`src/design/jtl_pkg.sv`:
```
// shared types, codes and literal tables of the json token lexer
package jtl_pkg;

  // output queue geometry
  localparam int OQ_DEPTH = 4;
  localparam int OQ_AW    = $clog2(OQ_DEPTH);
  localparam int OQ_CW    = $clog2(OQ_DEPTH + 1);

  // token kinds
  localparam logic [3:0] KIND_LBRACK  = 4'd0;
  localparam logic [3:0] KIND_RBRACK  = 4'd1;
  localparam logic [3:0] KIND_LBRACE  = 4'd2;
  localparam logic [3:0] KIND_RBRACE  = 4'd3;
  localparam logic [3:0] KIND_COLON   = 4'd4;
  localparam logic [3:0] KIND_COMMA   = 4'd5;
  localparam logic [3:0] KIND_STRING  = 4'd6;
  localparam logic [3:0] KIND_NUMTEXT = 4'd7;
  localparam logic [3:0] KIND_INTEGER = 4'd8;
  localparam logic [3:0] KIND_FLOAT   = 4'd9;
  localparam logic [3:0] KIND_BOOLEAN = 4'd10;
  localparam logic [3:0] KIND_NULL    = 4'd11;

  // error codes
  localparam logic [2:0] ERR_NONE     = 3'd0;
  localparam logic [2:0] ERR_MINUS    = 3'd1;
  localparam logic [2:0] ERR_NUMBER   = 3'd2;
  localparam logic [2:0] ERR_STRING   = 3'd3;
  localparam logic [2:0] ERR_BOOLEAN  = 3'd4;
  localparam logic [2:0] ERR_NULL     = 3'd5;

  // characters
  localparam logic [7:0] CH_LBRACK    = 8'h5B;
  localparam logic [7:0] CH_RBRACK    = 8'h5D;
  localparam logic [7:0] CH_LBRACE    = 8'h7B;
  localparam logic [7:0] CH_RBRACE    = 8'h7D;
  localparam logic [7:0] CH_COLON     = 8'h3A;
  localparam logic [7:0] CH_COMMA     = 8'h2C;
  localparam logic [7:0] CH_QUOTE     = 8'h22;
  localparam logic [7:0] CH_BACKSLASH = 8'h5C;
  localparam logic [7:0] CH_MINUS     = 8'h2D;
  localparam logic [7:0] CH_DOT       = 8'h2E;
  localparam logic [7:0] CH_ZERO      = 8'h30;
  localparam logic [7:0] CH_NINE      = 8'h39;
  localparam logic [7:0] CH_T         = 8'h74;
  localparam logic [7:0] CH_F         = 8'h66;
  localparam logic [7:0] CH_N         = 8'h6E;

  // literal selectors
  localparam logic [1:0] LIT_TRUE     = 2'd0;
  localparam logic [1:0] LIT_FALSE    = 2'd1;
  localparam logic [1:0] LIT_NULL     = 2'd2;

  // number flag bits
  localparam int NF_LEADZ = 0;
  localparam int NF_MORE  = 1;
  localparam int NF_DOT   = 2;
  localparam int NF_FRAC  = 3;
  localparam int NF_DOT2  = 4;

  // string flag bits
  localparam int SF_ODD     = 0;
  localparam int SF_STARTED = 1;

  typedef enum logic [2:0] {
    MODE_IDLE,
    MODE_MINUS,
    MODE_NUMBER,
    MODE_STRING,
    MODE_LITERAL,
    MODE_ERROR
  } mode_e;

  typedef struct packed {
    logic [7:0] in_byte;
    logic       end_of_input;
  } in_item_t;

  typedef struct packed {
    logic [3:0] token_kind;
    logic       has_byte;
    logic [7:0] text_byte;
    logic       token_start;
    logic       token_end;
    logic       literal_true;
    logic [2:0] error_code;
    logic       last_of_item;
  } out_item_t;

  typedef struct packed {
    mode_e      mode;
    logic [4:0] nflags;
    logic [1:0] sflags;
    logic [2:0] lpos;
    logic [1:0] lwhich;
  } lex_state_t;

  function automatic out_item_t mk_res(logic [3:0] kind, logic has, logic [7:0] b,
                                       logic start, logic tok_end, logic lit,
                                       logic [2:0] err);
    out_item_t r;
    r.token_kind   = kind;
    r.has_byte     = has;
    r.text_byte    = b;
    r.token_start  = start;
    r.token_end    = tok_end;
    r.literal_true = lit;
    r.error_code   = err;
    r.last_of_item = 1'b0;
    return r;
  endfunction

  function automatic logic is_digit(logic [7:0] b);
    return (b >= CH_ZERO) && (b <= CH_NINE);
  endfunction

  function automatic logic [2:0] lit_len(logic [1:0] w);
    logic [2:0] len;
    case (w)
      LIT_TRUE:  len = 3'd4;
      LIT_FALSE: len = 3'd5;
      default:   len = 3'd4;
    endcase
    return len;
  endfunction

  function automatic logic [7:0] lit_char(logic [1:0] w, logic [2:0] p);
    logic [7:0] c;
    case ({w, p})
      {LIT_TRUE,  3'd0}: c = 8'h74;
      {LIT_TRUE,  3'd1}: c = 8'h72;
      {LIT_TRUE,  3'd2}: c = 8'h75;
      {LIT_TRUE,  3'd3}: c = 8'h65;
      {LIT_FALSE, 3'd0}: c = 8'h66;
      {LIT_FALSE, 3'd1}: c = 8'h61;
      {LIT_FALSE, 3'd2}: c = 8'h6C;
      {LIT_FALSE, 3'd3}: c = 8'h73;
      {LIT_FALSE, 3'd4}: c = 8'h65;
      {LIT_NULL,  3'd0}: c = 8'h6E;
      {LIT_NULL,  3'd1}: c = 8'h75;
      {LIT_NULL,  3'd2}: c = 8'h6C;
      {LIT_NULL,  3'd3}: c = 8'h6C;
      default:           c = 8'h00;
    endcase
    return c;
  endfunction

endpackage

```
`src/design/jtl_step.sv`:
```
// next-state and result logic for one input item of the lexer
module jtl_step (
  input  jtl_pkg::in_item_t   item_i,
  input  jtl_pkg::lex_state_t state_i,
  output jtl_pkg::lex_state_t state_o,
  output jtl_pkg::out_item_t  res0_o,
  output jtl_pkg::out_item_t  res1_o,
  output logic [1:0]          count_o
);
  import jtl_pkg::*;

  typedef struct packed {
    logic       put;
    out_item_t  res;
    lex_state_t st;
  } idle_out_t;

  // byte seen outside any token
  function automatic idle_out_t idle_byte(lex_state_t s, logic [7:0] b);
    idle_out_t o;
    o.put = 1'b0;
    o.res = '0;
    o.st  = s;
    case (b)
      CH_LBRACK: begin
        o.put = 1'b1;
        o.res = mk_res(KIND_LBRACK, 1'b0, 8'h00, 1'b1, 1'b1, 1'b0, ERR_NONE);
      end
      CH_RBRACK: begin
        o.put = 1'b1;
        o.res = mk_res(KIND_RBRACK, 1'b0, 8'h00, 1'b1, 1'b1, 1'b0, ERR_NONE);
      end
      CH_LBRACE: begin
        o.put = 1'b1;
        o.res = mk_res(KIND_LBRACE, 1'b0, 8'h00, 1'b1, 1'b1, 1'b0, ERR_NONE);
      end
      CH_RBRACE: begin
        o.put = 1'b1;
        o.res = mk_res(KIND_RBRACE, 1'b0, 8'h00, 1'b1, 1'b1, 1'b0, ERR_NONE);
      end
      CH_COLON: begin
        o.put = 1'b1;
        o.res = mk_res(KIND_COLON, 1'b0, 8'h00, 1'b1, 1'b1, 1'b0, ERR_NONE);
      end
      CH_COMMA: begin
        o.put = 1'b1;
        o.res = mk_res(KIND_COMMA, 1'b0, 8'h00, 1'b1, 1'b1, 1'b0, ERR_NONE);
      end
      CH_QUOTE: begin
        o.st.mode   = MODE_STRING;
        o.st.sflags = '0;
      end
      CH_T: begin
        o.st.mode   = MODE_LITERAL;
        o.st.lwhich = LIT_TRUE;
        o.st.lpos   = 3'd1;
      end
      CH_F: begin
        o.st.mode   = MODE_LITERAL;
        o.st.lwhich = LIT_FALSE;
        o.st.lpos   = 3'd1;
      end
      CH_N: begin
        o.st.mode   = MODE_LITERAL;
        o.st.lwhich = LIT_NULL;
        o.st.lpos   = 3'd1;
      end
      CH_MINUS: begin
        o.st.mode = MODE_MINUS;
      end
      default: begin
        if (is_digit(b)) begin
          o.st.mode   = MODE_NUMBER;
          o.st.nflags = (b == CH_ZERO) ? 5'b00001 : 5'b00000;
          o.put       = 1'b1;
          o.res       = mk_res(KIND_NUMTEXT, 1'b1, b, 1'b1, 1'b0, 1'b0, ERR_NONE);
        end
      end
    endcase
    return o;
  endfunction

  logic [7:0] b;
  logic [4:0] nf;
  logic       num_bad;
  logic [1:0] w;
  logic [2:0] wlen;
  logic [2:0] p_next;
  logic       lit_miss;
  out_item_t  lit_err;
  idle_out_t  io_idle;
  idle_out_t  io_close;
  lex_state_t st_close;
  out_item_t  r0;
  out_item_t  r1;
  logic [1:0] n;
  lex_state_t st;

  assign b       = item_i.in_byte;
  assign nf      = state_i.nflags;
  assign num_bad = (nf[NF_LEADZ] && nf[NF_MORE]) || nf[NF_DOT2] ||
                   (nf[NF_DOT] && !nf[NF_FRAC]);
  assign w       = (state_i.lwhich > LIT_NULL) ? LIT_NULL : state_i.lwhich;
  assign wlen    = lit_len(w);
  assign p_next  = state_i.lpos + 3'd1;
  assign lit_miss = (state_i.lpos >= wlen) || (b != lit_char(w, state_i.lpos));
  assign lit_err = (w == LIT_NULL) ?
                   mk_res(KIND_NULL, 1'b0, 8'h00, 1'b0, 1'b1, 1'b0, ERR_NULL) :
                   mk_res(KIND_BOOLEAN, 1'b0, 8'h00, 1'b0, 1'b1, 1'b0, ERR_BOOLEAN);

  // state after a well formed number closes, before the closing byte is decoded
  always_comb begin
    st_close        = state_i;
    st_close.mode   = MODE_IDLE;
    st_close.nflags = '0;
  end

  assign io_idle  = idle_byte(state_i, b);
  assign io_close = idle_byte(st_close, b);

  always_comb begin
    st = state_i;
    r0 = '0;
    r1 = '0;
    n  = 2'd0;
    if (item_i.end_of_input) begin
      case (state_i.mode)
        MODE_NUMBER: begin
          n = 2'd1;
          if (num_bad) begin
            r0 = mk_res(KIND_NUMTEXT, 1'b0, 8'h00, 1'b0, 1'b1, 1'b0, ERR_NUMBER);
          end else begin
            r0 = mk_res(nf[NF_DOT] ? KIND_FLOAT : KIND_INTEGER, 1'b0, 8'h00,
                        1'b0, 1'b1, 1'b0, ERR_NONE);
          end
        end
        MODE_MINUS: begin
          n  = 2'd1;
          r0 = mk_res(KIND_NUMTEXT, 1'b0, 8'h00, 1'b0, 1'b1, 1'b0, ERR_MINUS);
        end
        MODE_STRING: begin
          n  = 2'd1;
          r0 = mk_res(KIND_STRING, 1'b0, 8'h00, 1'b0, 1'b1, 1'b0, ERR_STRING);
        end
        MODE_LITERAL: begin
          n  = 2'd1;
          r0 = lit_err;
        end
        default: begin
          n = 2'd0;
        end
      endcase
      st      = '0;
      st.mode = MODE_IDLE;
    end else begin
      case (state_i.mode)
        MODE_IDLE: begin
          n  = {1'b0, io_idle.put};
          r0 = io_idle.res;
          st = io_idle.st;
        end
        MODE_MINUS: begin
          if (is_digit(b)) begin
            n         = 2'd2;
            r0        = mk_res(KIND_NUMTEXT, 1'b1, CH_MINUS, 1'b1, 1'b0, 1'b0, ERR_NONE);
            r1        = mk_res(KIND_NUMTEXT, 1'b1, b, 1'b0, 1'b0, 1'b0, ERR_NONE);
            st.mode   = MODE_NUMBER;
            st.nflags = (b == CH_ZERO) ? 5'b00001 : 5'b00000;
          end else begin
            n       = 2'd1;
            r0      = mk_res(KIND_NUMTEXT, 1'b0, 8'h00, 1'b0, 1'b1, 1'b0, ERR_MINUS);
            st.mode = MODE_ERROR;
          end
        end
        MODE_NUMBER: begin
          if (is_digit(b)) begin
            n = 2'd1;
            r0 = mk_res(KIND_NUMTEXT, 1'b1, b, 1'b0, 1'b0, 1'b0, ERR_NONE);
            if (nf[NF_DOT]) begin
              st.nflags[NF_FRAC] = 1'b1;
            end else begin
              st.nflags[NF_MORE] = 1'b1;
            end
          end else if (b == CH_DOT) begin
            n = 2'd1;
            r0 = mk_res(KIND_NUMTEXT, 1'b1, b, 1'b0, 1'b0, 1'b0, ERR_NONE);
            if (nf[NF_DOT]) begin
              st.nflags[NF_DOT2] = 1'b1;
            end else begin
              st.nflags[NF_DOT] = 1'b1;
            end
          end else if (num_bad) begin
            // closing byte is swallowed by the error mode
            n         = 2'd1;
            r0        = mk_res(KIND_NUMTEXT, 1'b0, 8'h00, 1'b0, 1'b1, 1'b0, ERR_NUMBER);
            st.mode   = MODE_ERROR;
            st.nflags = '0;
          end else begin
            // close the number, then decode the byte as outside a token
            r0 = mk_res(nf[NF_DOT] ? KIND_FLOAT : KIND_INTEGER, 1'b0, 8'h00,
                        1'b0, 1'b1, 1'b0, ERR_NONE);
            r1 = io_close.res;
            n  = io_close.put ? 2'd2 : 2'd1;
            st = io_close.st;
          end
        end
        MODE_STRING: begin
          n = 2'd1;
          if ((b == CH_QUOTE) && !state_i.sflags[SF_ODD]) begin
            r0        = mk_res(KIND_STRING, 1'b0, 8'h00, !state_i.sflags[SF_STARTED],
                               1'b1, 1'b0, ERR_NONE);
            st.sflags = '0;
            st.mode   = MODE_IDLE;
          end else begin
            r0 = mk_res(KIND_STRING, 1'b1, b, !state_i.sflags[SF_STARTED],
                        1'b0, 1'b0, ERR_NONE);
            if (b == CH_BACKSLASH) begin
              st.sflags = {1'b1, !state_i.sflags[SF_ODD]};
            end else begin
              st.sflags = 2'b10;
            end
          end
        end
        MODE_LITERAL: begin
          if (lit_miss) begin
            n       = 2'd1;
            r0      = lit_err;
            st.mode = MODE_ERROR;
          end else if (p_next == wlen) begin
            n = 2'd1;
            if (w == LIT_NULL) begin
              r0 = mk_res(KIND_NULL, 1'b0, 8'h00, 1'b1, 1'b1, 1'b0, ERR_NONE);
            end else begin
              r0 = mk_res(KIND_BOOLEAN, 1'b0, 8'h00, 1'b1, 1'b1, w == LIT_TRUE, ERR_NONE);
            end
            st.mode   = MODE_IDLE;
            st.lpos   = '0;
            st.lwhich = '0;
          end else begin
            st.lpos = p_next;
          end
        end
        default: begin
          // sticky error: bytes ignored until end of input
          n = 2'd0;
        end
      endcase
    end
    r0.last_of_item = (n == 2'd1);
    r1.last_of_item = 1'b1;
  end

  assign state_o = st;
  assign res0_o  = r0;
  assign res1_o  = r1;
  assign count_o = n;

endmodule

```
`src/design/jtl_outq.sv`:
```
// small result queue taking up to two results per cycle and giving one
module jtl_outq (
  input  logic               clk_i,
  input  logic               rst_ni,
  input  logic [1:0]         push_cnt_i,
  input  jtl_pkg::out_item_t push0_i,
  input  jtl_pkg::out_item_t push1_i,
  output logic               room_o,
  output logic               valid_o,
  input  logic               ready_i,
  output jtl_pkg::out_item_t data_o
);
  import jtl_pkg::*;

  out_item_t          mem_q [OQ_DEPTH];
  logic [OQ_AW-1:0]   wr_q, wr_d;
  logic [OQ_AW-1:0]   rd_q, rd_d;
  logic [OQ_CW-1:0]   cnt_q, cnt_d;
  logic [OQ_AW-1:0]   wr_next;
  logic               pop;

  assign pop     = valid_o && ready_i;
  assign wr_next = wr_q + OQ_AW'(1);
  assign wr_d    = wr_q + OQ_AW'(push_cnt_i);
  assign rd_d    = pop ? rd_q + OQ_AW'(1) : rd_q;
  assign cnt_d   = cnt_q + OQ_CW'(push_cnt_i) - OQ_CW'(pop);

  always_ff @(posedge clk_i or negedge rst_ni) begin
    if (!rst_ni) begin
      wr_q  <= '0;
      rd_q  <= '0;
      cnt_q <= '0;
    end else begin
      wr_q  <= wr_d;
      rd_q  <= rd_d;
      cnt_q <= cnt_d;
    end
  end

  always_ff @(posedge clk_i) begin
    if (push_cnt_i != 2'd0) begin
      mem_q[wr_q] <= push0_i;
    end
    if (push_cnt_i == 2'd2) begin
      mem_q[wr_next] <= push1_i;
    end
  end

  // two free slots needed so the worst-case item always fits
  assign room_o  = cnt_q <= OQ_CW'(OQ_DEPTH - 2);
  assign valid_o = cnt_q != '0;
  assign data_o  = mem_q[rd_q];

endmodule

```
`src/design/json_token_lexer.sv`:
```
// top level of the json token lexer: input register, step logic, result queue
//
// usage
//   input channel: one JSON text byte per transfer (in_byte), or an end marker
//   (end_of_input) that flushes any open token and returns the lexer to idle
//   output channel: one result per transfer; an input item gives zero, one or
//   two results and the last one of an item carries last_of_item
//   throughput: one input item per cycle as long as results drain at the rate
//   they are produced; an item giving two results needs two output transfers
//   path: an input item waits in the input register until the step logic takes
//   it, its results are then written into the result queue, and the first of
//   them is offered on the output channel from the queue
//   the input register feeds the step logic once the four-entry result queue
//   has room for two results, which is what sets the input-side stall
//   stall: when the receiver holds ready low the queue fills and in_ready_o
//   drops after the input register is occupied; nothing is lost or repeated
//   reset: asynchronous, active low; lexer returns to idle with empty queue
//   and empty input register, so no result is pending after reset
module json_token_lexer (
  input  logic               clk_i,
  input  logic               rst_ni,
  input  logic               in_valid_i,
  output logic               in_ready_o,
  input  jtl_pkg::in_item_t  in_data_i,
  output logic               out_valid_o,
  input  logic               out_ready_i,
  output jtl_pkg::out_item_t out_data_o
);
  import jtl_pkg::*;

  // input register
  in_item_t   in_q;
  logic       in_vld_q, in_vld_d;
  logic       in_take;

  // lexer state
  lex_state_t state_q, state_d;
  lex_state_t step_state;

  // step results
  out_item_t  step_r0;
  out_item_t  step_r1;
  logic [1:0] step_cnt;

  // queue control
  logic       q_room;
  logic       proc;
  logic [1:0] push_cnt;

  // an item in the register is processed when the queue can take two results
  assign proc       = in_vld_q && q_room;
  assign in_ready_o = !in_vld_q || proc;
  assign in_take    = in_valid_i && in_ready_o;
  assign in_vld_d   = in_take ? 1'b1 : (proc ? 1'b0 : in_vld_q);
  assign push_cnt   = proc ? step_cnt : 2'd0;
  assign state_d    = proc ? step_state : state_q;

  always_ff @(posedge clk_i or negedge rst_ni) begin
    if (!rst_ni) begin
      in_vld_q <= 1'b0;
      state_q  <= '{mode: MODE_IDLE, default: '0};
    end else begin
      in_vld_q <= in_vld_d;
      state_q  <= state_d;
    end
  end

  // payload register, no reset
  always_ff @(posedge clk_i) begin
    if (in_take) begin
      in_q <= in_data_i;
    end
  end

  jtl_step u_step (
    .item_i  (in_q),
    .state_i (state_q),
    .state_o (step_state),
    .res0_o  (step_r0),
    .res1_o  (step_r1),
    .count_o (step_cnt)
  );

  jtl_outq u_outq (
    .clk_i      (clk_i),
    .rst_ni     (rst_ni),
    .push_cnt_i (push_cnt),
    .push0_i    (step_r0),
    .push1_i    (step_r1),
    .room_o     (q_room),
    .valid_o    (out_valid_o),
    .ready_i    (out_ready_i),
    .data_o     (out_data_o)
  );

  // a held item that cannot be processed stays put
  a_hold_item: assert property (@(posedge clk_i) disable iff (!rst_ni)
    in_vld_q && !proc |=> in_vld_q && $stable(in_q))
    else $error("held input item lost or changed");

  // end marker always returns the lexer to idle
  a_eoi_idle: assert property (@(posedge clk_i) disable iff (!rst_ni)
    proc && in_q.end_of_input |=> state_q.mode == MODE_IDLE)
    else $error("end of input did not return lexer to idle");

  // sticky error gives no result for data bytes
  a_err_silent: assert property (@(posedge clk_i) disable iff (!rst_ni)
    proc && (state_q.mode == MODE_ERROR) && !in_q.end_of_input |-> step_cnt == 2'd0)
    else $error("result produced in error mode");

  // only the final result of an item is marked last
  a_last_mark: assert property (@(posedge clk_i) disable iff (!rst_ni)
    proc && (step_cnt == 2'd2) |-> step_r1.last_of_item && !step_r0.last_of_item)
    else $error("last_of_item misplaced on two-result item");

endmodule
```
`config.mk`:
```
export PLATFORM = sky130hd
export DESIGN_NAME = json_token_lexer
export DESIGN_NICKNAME = d
export VERILOG_FILES = /design/src/design/jtl_pkg.sv /design/src/design/jtl_step.sv /design/src/design/jtl_outq.sv /design/src/design/json_token_lexer.sv
export SDC_FILE = /design/constraint.sdc
export NUM_CORES = 1
export LEC_CHECK = 0
export BUFFER_PORTS_ARGS = -buffer_cell sky130_fd_sc_hd__buf_2
export CAP_MARGIN = 5
export CORE_ASPECT_RATIO = 1.4
export CORE_MARGIN = 2
export CORE_UTILIZATION = 55
export CTS_CLUSTER_SIZE = 20
export DETAILED_ROUTE_END_ITERATION = 10
export HOLD_SLACK_MARGIN = 0.12
export PLACE_DENSITY = 0.72
export RECOVER_POWER = 50
export SLEW_MARGIN = 0
export SYNTH_ARGS = -nofsm -noshare
export SYNTH_HDL_FRONTEND = slang
export SYNTH_SLANG_ARGS = --single-unit
```
`constraint.sdc`:
```
create_clock -name clk_i -period 4.4 [get_ports clk_i]
set_clock_uncertainty 0.1 [all_clocks]
set_input_delay 0.22 -clock clk_i [delete_from_list [all_inputs] [get_ports clk_i]]
set_output_delay 0.22 -clock clk_i [all_outputs]
set_load 0.05 [all_outputs]
```
Yosys cells after proc, flatten, opt, wreduce, memory -nomap -nowiden
Memories as Yosys holds them, arrays and structs flattened.
Cells that the tools add are included.
Widths: inputs -> output; s select.
{"block": "word_totals", "n_memories": 2, "input_bits": 13, "out_inout_bits": 22, "romBits": 224, "wordCells": 185, "latchBits": 0, "ramBits": 80, "reg_bits": 32}
{"name": "(name not given)", "depth": 32, "width": 7, "rd": 1, "rd_clocked_by_memory_dff": 0, "wr": 0, "line_no": "jtl_pkg.sv:128", "rtl": "case ({w, p})"}
{"name": "u_outq.mem_q", "depth": 4, "width": 20, "rd": 1, "rd_clocked_by_memory_dff": 0, "wr": 2, "line_no": "jtl_outq.sv:15", "rtl": "out_item_t mem_q [OQ_DEPTH];"}
{"block": "op_classes", "shifts": 0, "addsub": 6, "n_mul": 0, "n_lt_le_gt_ge": 5, "eq_ne": 40, "n_mux": 79, "bitwise": 0, "div": 0, "reduce_logical": 38}
{"op": "$pmux 21 s7", "count": 2}
{"op": "$mux 20", "count": 10}
{"op": "$pmux 20 s5", "count": 1}
{"op": "$mux 29", "count": 3}
{"op": "$pmux 20 s4", "count": 1}
{"op": "$eq 8x7->1 const B", "count": 8}
{"op": "$eq 8x6->1 const B", "count": 6}
{"op": "$pmux 5 s3", "count": 3}
{"op": "$pmux 20 s2", "count": 1}
{"op": "$reduce_and 7->1", "count": 5}
{"op": "$mux 17", "count": 2}
{"op": "$mux 16", "count": 2}
{"op": "$mux 2", "count": 12}
{"op": "$pmux 3 s4", "count": 2}
{"op": "$mux 1", "count": 20}
{"op": "$mux 5", "count": 4}
{"op": "$mux 19", "count": 1}
{"op": "$mux 3", "count": 6}
{"op": "$ne 3x3->1 const B", "count": 6}
{"op": "$mux 8", "count": 2}
{"op": "$mux 15", "count": 1}
{"op": "$pmux 3 s5", "count": 1}
{"op": "$ne 3x2->1 const B", "count": 4}
{"op": "$ne 4x4->1 const B", "count": 3}
{"op": "other kinds (42)", "count": 62}

Logic depth before layout (Yosys ltp)
{"block": "logic_depth", "depth_word": 15, "depth_mapped": 15, "mapped_depth_nobuf": 14}

Hierarchy
Synthesis repeated with hierarchy kept, for this count alone.
{"block": "hier_totals", "cells_unflattened": 619, "hier_area_um2": 7439.6}
{"module": "jtl_outq", "area_each_um2": 4450.5, "cells_each": 233, "n_inst": 1}
{"module": "jtl_step", "area_each_um2": 2045.7, "cells_each": 339, "n_inst": 1}
{"module": "json_token_lexer", "area_each_um2": 943.4, "cells_each": 47, "n_inst": 1}

Least setup slack after synthesis
Ideal clock, no wire load.
{"block": "synth_path", "kind": "register to register", "start": "reg in_q[8] (netlist name)", "end": "mem u_outq.mem_q[0][10] (netlist name), enable pin", "period_less_slack_ns": 3.525, "arrival_time_ns": 3.064, "path_slack_ns": 0.875, "setup_time_ns": 0.361, "path_stages_with_launch": 10, "path_cell_list": "edfxtp_1 > or4b_4 > o22ai_4 > o2111ai_2 > a211oi_4 > a211oi_2 > or4_1 > buf_4 > buf_6 > nand2_1"}
{"element": "from (decl)", "line_no": "json_token_lexer.sv:32", "rtl": "in_item_t in_q;"}
{"element": "from (signal assigned)", "line_no": "json_token_lexer.sv:71", "rtl": "in_q <= in_data_i;"}
{"element": "to (decl)", "line_no": "jtl_outq.sv:15"}

Final worst setup path
{"block": "layout_path", "start": "reg in_q[3] (netlist name)", "end": "reg u_outq.cnt_q[2]"}
{"block": "layout_via", "elab_chain_len": 14, "word_cells_on_any_way": 34, "cone_classes": "add/sub (2); order compare (2); eq/ne (13); mux (14); reduce/logical (3)"}
{"element": "$ge 8x6->1 or $le 8x6->1 (tied branches)", "line_no": "jtl_pkg.sv:113", "rtl": "return (b >= CH_ZERO) && (b <= CH_NINE);"}
{"element": "$logic_and 1x1->1", "line_no": "jtl_pkg.sv:113"}
{"element": "$mux 29", "line_no": "jtl_step.sv:72", "rtl": "if (is_digit(b)) begin"}
{"element": "$mux 29", "line_no": "jtl_step.sv:24", "rtl": "case (b)"}
{"element": "$pmux 21 s7", "line_no": "jtl_step.sv:24"}
{"element": "$mux 2", "line_no": "jtl_step.sv:203", "rtl": "n = io_close.put ? 2'd2 : 2'd1;"}
{"element": "$mux 2", "line_no": "jtl_step.sv:192", "rtl": "end else if (num_bad) begin"}
{"element": "$mux 2", "line_no": "jtl_step.sv:184", "rtl": "end else if (b == CH_DOT) begin"}
{"element": "$mux 2", "line_no": "jtl_step.sv:176", "rtl": "if (is_digit(b)) begin"}
{"element": "$pmux 2 s5 (*)", "line_no": "jtl_step.sv:156", "rtl": "case (state_i.mode)"}
{"element": "$mux 2 (*)", "line_no": "jtl_step.sv:126", "rtl": "if (item_i.end_of_input) begin"}
{"element": "$mux 2 (*)", "line_no": "json_token_lexer.sv:55", "rtl": "assign push_cnt = proc ? step_cnt : 2'd0;"}
{"element": "$add 3x2->3 (*)", "line_no": "jtl_outq.sv:26", "rtl": "assign cnt_d = cnt_q + OQ_CW'(push_cnt_i) - OQ_CW'(pop);"}
{"element": "$sub 3x1->3 (*)", "line_no": "jtl_outq.sv:26"}
{"element": "via u_outq.cnt_d[2]", "line_no": "jtl_outq.sv:18", "rtl": "logic [OQ_CW-1:0] cnt_q, cnt_d;"}
{"element": "to (signal assigned)", "line_no": "jtl_outq.sv:36", "rtl": "cnt_q <= cnt_d;"}
{"element": "to (decl)", "line_no": "jtl_outq.sv:18"}
Mark *: on every way through the listed nets, which the timed path passes. The rest lies on a longest branch. The select of a mux whose other input is x is not followed.
A chain may end at the register's enable or synchronous reset.

==> summary.md <==
| Metric | Value |
|---|---|
| Ys async rst share | `20.5%` |
| Hold path start | `out_ready_i` |
| Root buffer cell | `clkbuf_16` |
| Number of CTS-inserted buffers | `9` |
| Final nets | `717` |
| Fillcell total | `964` |
| Drc violations | `0` |
| Via count | `5607` |
| Clock tree sinks | `112` |
| Pin count of the biggest net entering global routing | `24` |
| Post-synth EDFFs | `65` |
| Worst-margin pin slew | `1.36 ns` |
| PortBufs | `34` |
| Number of antenna diodes | `0` |
| Synthesized area | `6590 um^2` |
| Drt wl/cell | `22.9 um` |
| All-Layer GR Usage | `31.2%` |
| Vias in the first global route | `5507` |
| Initial antenna violation count | `0` |
| WP data arrival | `4.14 ns` |
| Switching pwr | `1.88 mW` |
| Area of the core | `11800 um^2` |
| Row cnt | `47` |
| WL final | `19300 um` |
| Antenna-violating nets left | `0` |
| Switching Share | `44.7%` |
| Data required, critical path | `4.57 ns` |
| Worst skew pair latency | `0.35 ns` |
| Pins over their slew limit | `0` |
| Startpoint type of the worst setup path | `flop` |
| # H-tree levels | `3` |
| TritonRoute pass-1 iters | `5` |
| Top routing layer in use | `met4` |
| I/O pins | `35` |
| Gate power share | `44.7%` |
| DR iter-0 viols | `331` |
| Worst flop-to-flop path startpoint | `in_q[3]` |
| GPL Wtd Cong | `0.970` |
| Slew margin rel. | `9.08%` |
| Largest area contributor in the netlist | `edfxtp_1` |
| Status | `finished, final reports clean` |
| Syn Area/Cell | `10.2 um^2` |
| F_max | `252 MHz` |
| Share of power burned in registers | `35.7%` |
| Critical Path Start | `in_q[3]` |
| CTS tree | `done` |
| Yosys top cell area share | `29.6%` |
| Min-Delay Path Class | `in2reg` |
| First-pass GRT wire length | `30000 um` |
| Final period util | `90.1%` |
| Static Leak | `2.65 nW` |
| Most used flip-flop cell after synthesis | `edfxtp_1` |
| Clock network power share | `19.6%` |
| Die Width | `96.5 um` |
| RSZ-0062 raised after global routing | `no` |
| Register clock-pin slew on the reported worst setup and hold paths | `0.07 ns` |
| Max Root-Sink Buffers | `2` |
| Crit-path max FO | `19` |
| Worst setup path class | `reg2reg` |
| FF+latch count, synth | `112` |
| Crit path capture type | `flop` |
| Layout cell share with drive strength beyond 1 | `13.4%` |
| Post-Place Setup Slack | `0.537 ns` |
| Maximum VDD drop | `0.274 mV` |
| Post-CTS Setup Repair Bufs | `0` |
| Final Hold Vio Count | `0` |
| Total Neg Setup Slack | `0 ns` |
| Syn nets | `673` |
| Vias/cell | `6.65` |
| Area grow syn2layout | `11.5%` |
| Final worst setup slack | `0.435 ns` |
| Ys Warns | `0` |
| Initial Util | `56.0%` |
| Maxcap violations | `0` |
| Cell count after synthesis | `647` |
| Final min period | `3.97 ns` |
| Met3 WL post-DR | `1040 um` |
| Final count of negative-setup-slack endpoints | `0` |
| Count of cell types in the netlist | `79` |
| DPL Wire Length | `14300 um` |
| Internal | `2.33 mW` |
| Power Dens Cells | `574 nW/um^2` |
| Die area | `12900 um^2` |
| Gr ovfl total | `0` |
| Metal2 WL | `9920 um` |
| Post-cts sizing count | `0` |
| Die Y | `133 um` |
| M1 WL | `7160 um` |
| Synth area leaders | `edfxtp_1 30%, dfrtp_1 8.7%, dfxtp_1 7.3%, mux4_2 6.8%, nand2_1 3.9%` |
| Sequential fraction of the synthesis area | `45.7%` |
| Hold buffer count at cts | `11` |
==> synthesized netlist by cell type (all sizes together), types with 4 or more instances <==
cell     n
buf     18
o22ai   30
nand2b  10
mux2i   14
a31oi    6
inv     20
a21o     4
nor3    15
ha      12
nor2    56
nand2   69
nor2b    9
and3     4
edfxtp  65
dfrtp   23
a21oi   36
mux4    20
a211oi   4
nand3   18
o21a    12
mux2     5
xnor2    8
o211ai   5
a311oi   6
o21ai   44
and2     6
o31ai    5
clkbuf  23
or3      6
dfxtp   24
==> through the flow <==
step | instance area (um^2) | utilization (%) | power [mW] | instances | hold WS, ns
final | 7350 | 62.5 | 4.21 | 843 | 0.168
after global routing | 7350 | 62.5 | 4.43 | 843 | 0.186
after CTS | 7390 | 62.8 | 4.26 | 843 | 0.125
after detailed placement | 6980 | 59.3 | 3.43 | 816 | 0.143
after global placement | 6980 | 59.3 | 3.40 | 816 | 0.140
after floorplan | 6590 | - | 2.93 | 647 | -0.176
==> final timing paths <==
kind	to	slack [ns]	depth (start not counted)
worst max-delay path	u_outq.cnt_q[2]	0.43	10
worst min-delay path	u_outq.rd_q[0]	0.17	3
worst max register to register	u_outq.cnt_q[2]	0.43	10
worst min register to register	u_outq.mem_q[0][19]	0.37	2
max in group asynchronous	state_q[5]	2.80	2
min in group asynchronous	state_q[14]	0.60	2
==> flip-flops by register name, summed over array words and instances (netlist names) <==
signal and flops:
in_q 9, in_vld_q 1, state_q 15, u_outq.cnt_q 3
u_outq.mem_q 80, u_outq.rd_q 2, u_outq.wr_q 2
==> critical path, cell delays in order (launching register included) <==
cell and delay, ns:
edfxtp_1 0.76, o21ai_0 0.33, a22oi_1 0.50, o2111ai_1 0.28, a211oi_4 0.53, inv_1 0.23, ha_1 0.34, inv_1 0.05
fa_1 0.44, xnor2_1 0.18, xnor2_1 0.15
==> final cells by class <==
cell class / instances / area, um^2 / area share [%]
Multi-Input combinational cell: 474 / 3310 / 45.1
Sequential cell: 112 / 3010 / 40.9
Inverter: 20 / 75.1 / 1.02
Tap cell: 147 / 184 / 2.50
Timing Repair Buffer: 74 / 465 / 6.34
Clock inverter: 5 / 46.3 / 0.630
Clock buffer: 11 / 254 / 3.46
==> power by group through the flow <==
stage | clock (mW) | sequential [mW] | combinational (mW)
after floorplan | 0 | 1.39 | 1.54
after global placement | 0 | 1.51 | 1.89
after detailed placement | 0 | 1.52 | 1.91
after CTS | 0.833 | 1.50 | 1.93
after global routing | 0.877 | 1.53 | 2.02
final | 0.827 | 1.50 | 1.88
==> layer usage <==
metal	up-vias	global-route usage, %
li1	2548	-
met1	2757	37.7
met2	237	52.4
met3	65	4.02
met4	0	17.8
met5	-	0
==> placed cells by master, fill, tap and decap left out, types with 4 or more instances in the layout <==
cell type and instances:
nor3_1 14, clkbuf_1 25, mux4_2 20, o22ai_2 4
xnor2_1 8, nand2_1 69, or3_1 6, a21oi_1 36
dfrtp_1 23, nor2b_1 9, dlygate4sd3_1 11, buf_4 28
inv_1 20, ha_1 12, a311oi_1 6, clkbuf_16 10
dfxtp_1 24, nor2_1 56, nand2b_1 10, edfxtp_1 65
buf_2 11, mux2i_1 14, a21o_1 4, a31oi_1 6
o211ai_1 5, mux2_2 5, and3_1 4, nand3_1 18
o31ai_1 5, o21a_1 12, o22ai_1 25, o21ai_0 44
==> kinds of logic (layout without fill, tap and decap cells) <==
kind of cell / count (synthesis) / count (layout) / share of synthesized area, %
compound gates: 188 / 188 / 19.6
xor+xnor: 9 / 9 / 1.20
simple gates: 225 / 225 / 17.3
buf+inv: 61 / 110 / 3.86
fa+ha+maj: 13 / 13 / 2.58
mux: 39 / 39 / 9.82
flops: 112 / 112 / 45.7
Power figures use the tool's default switching activity.
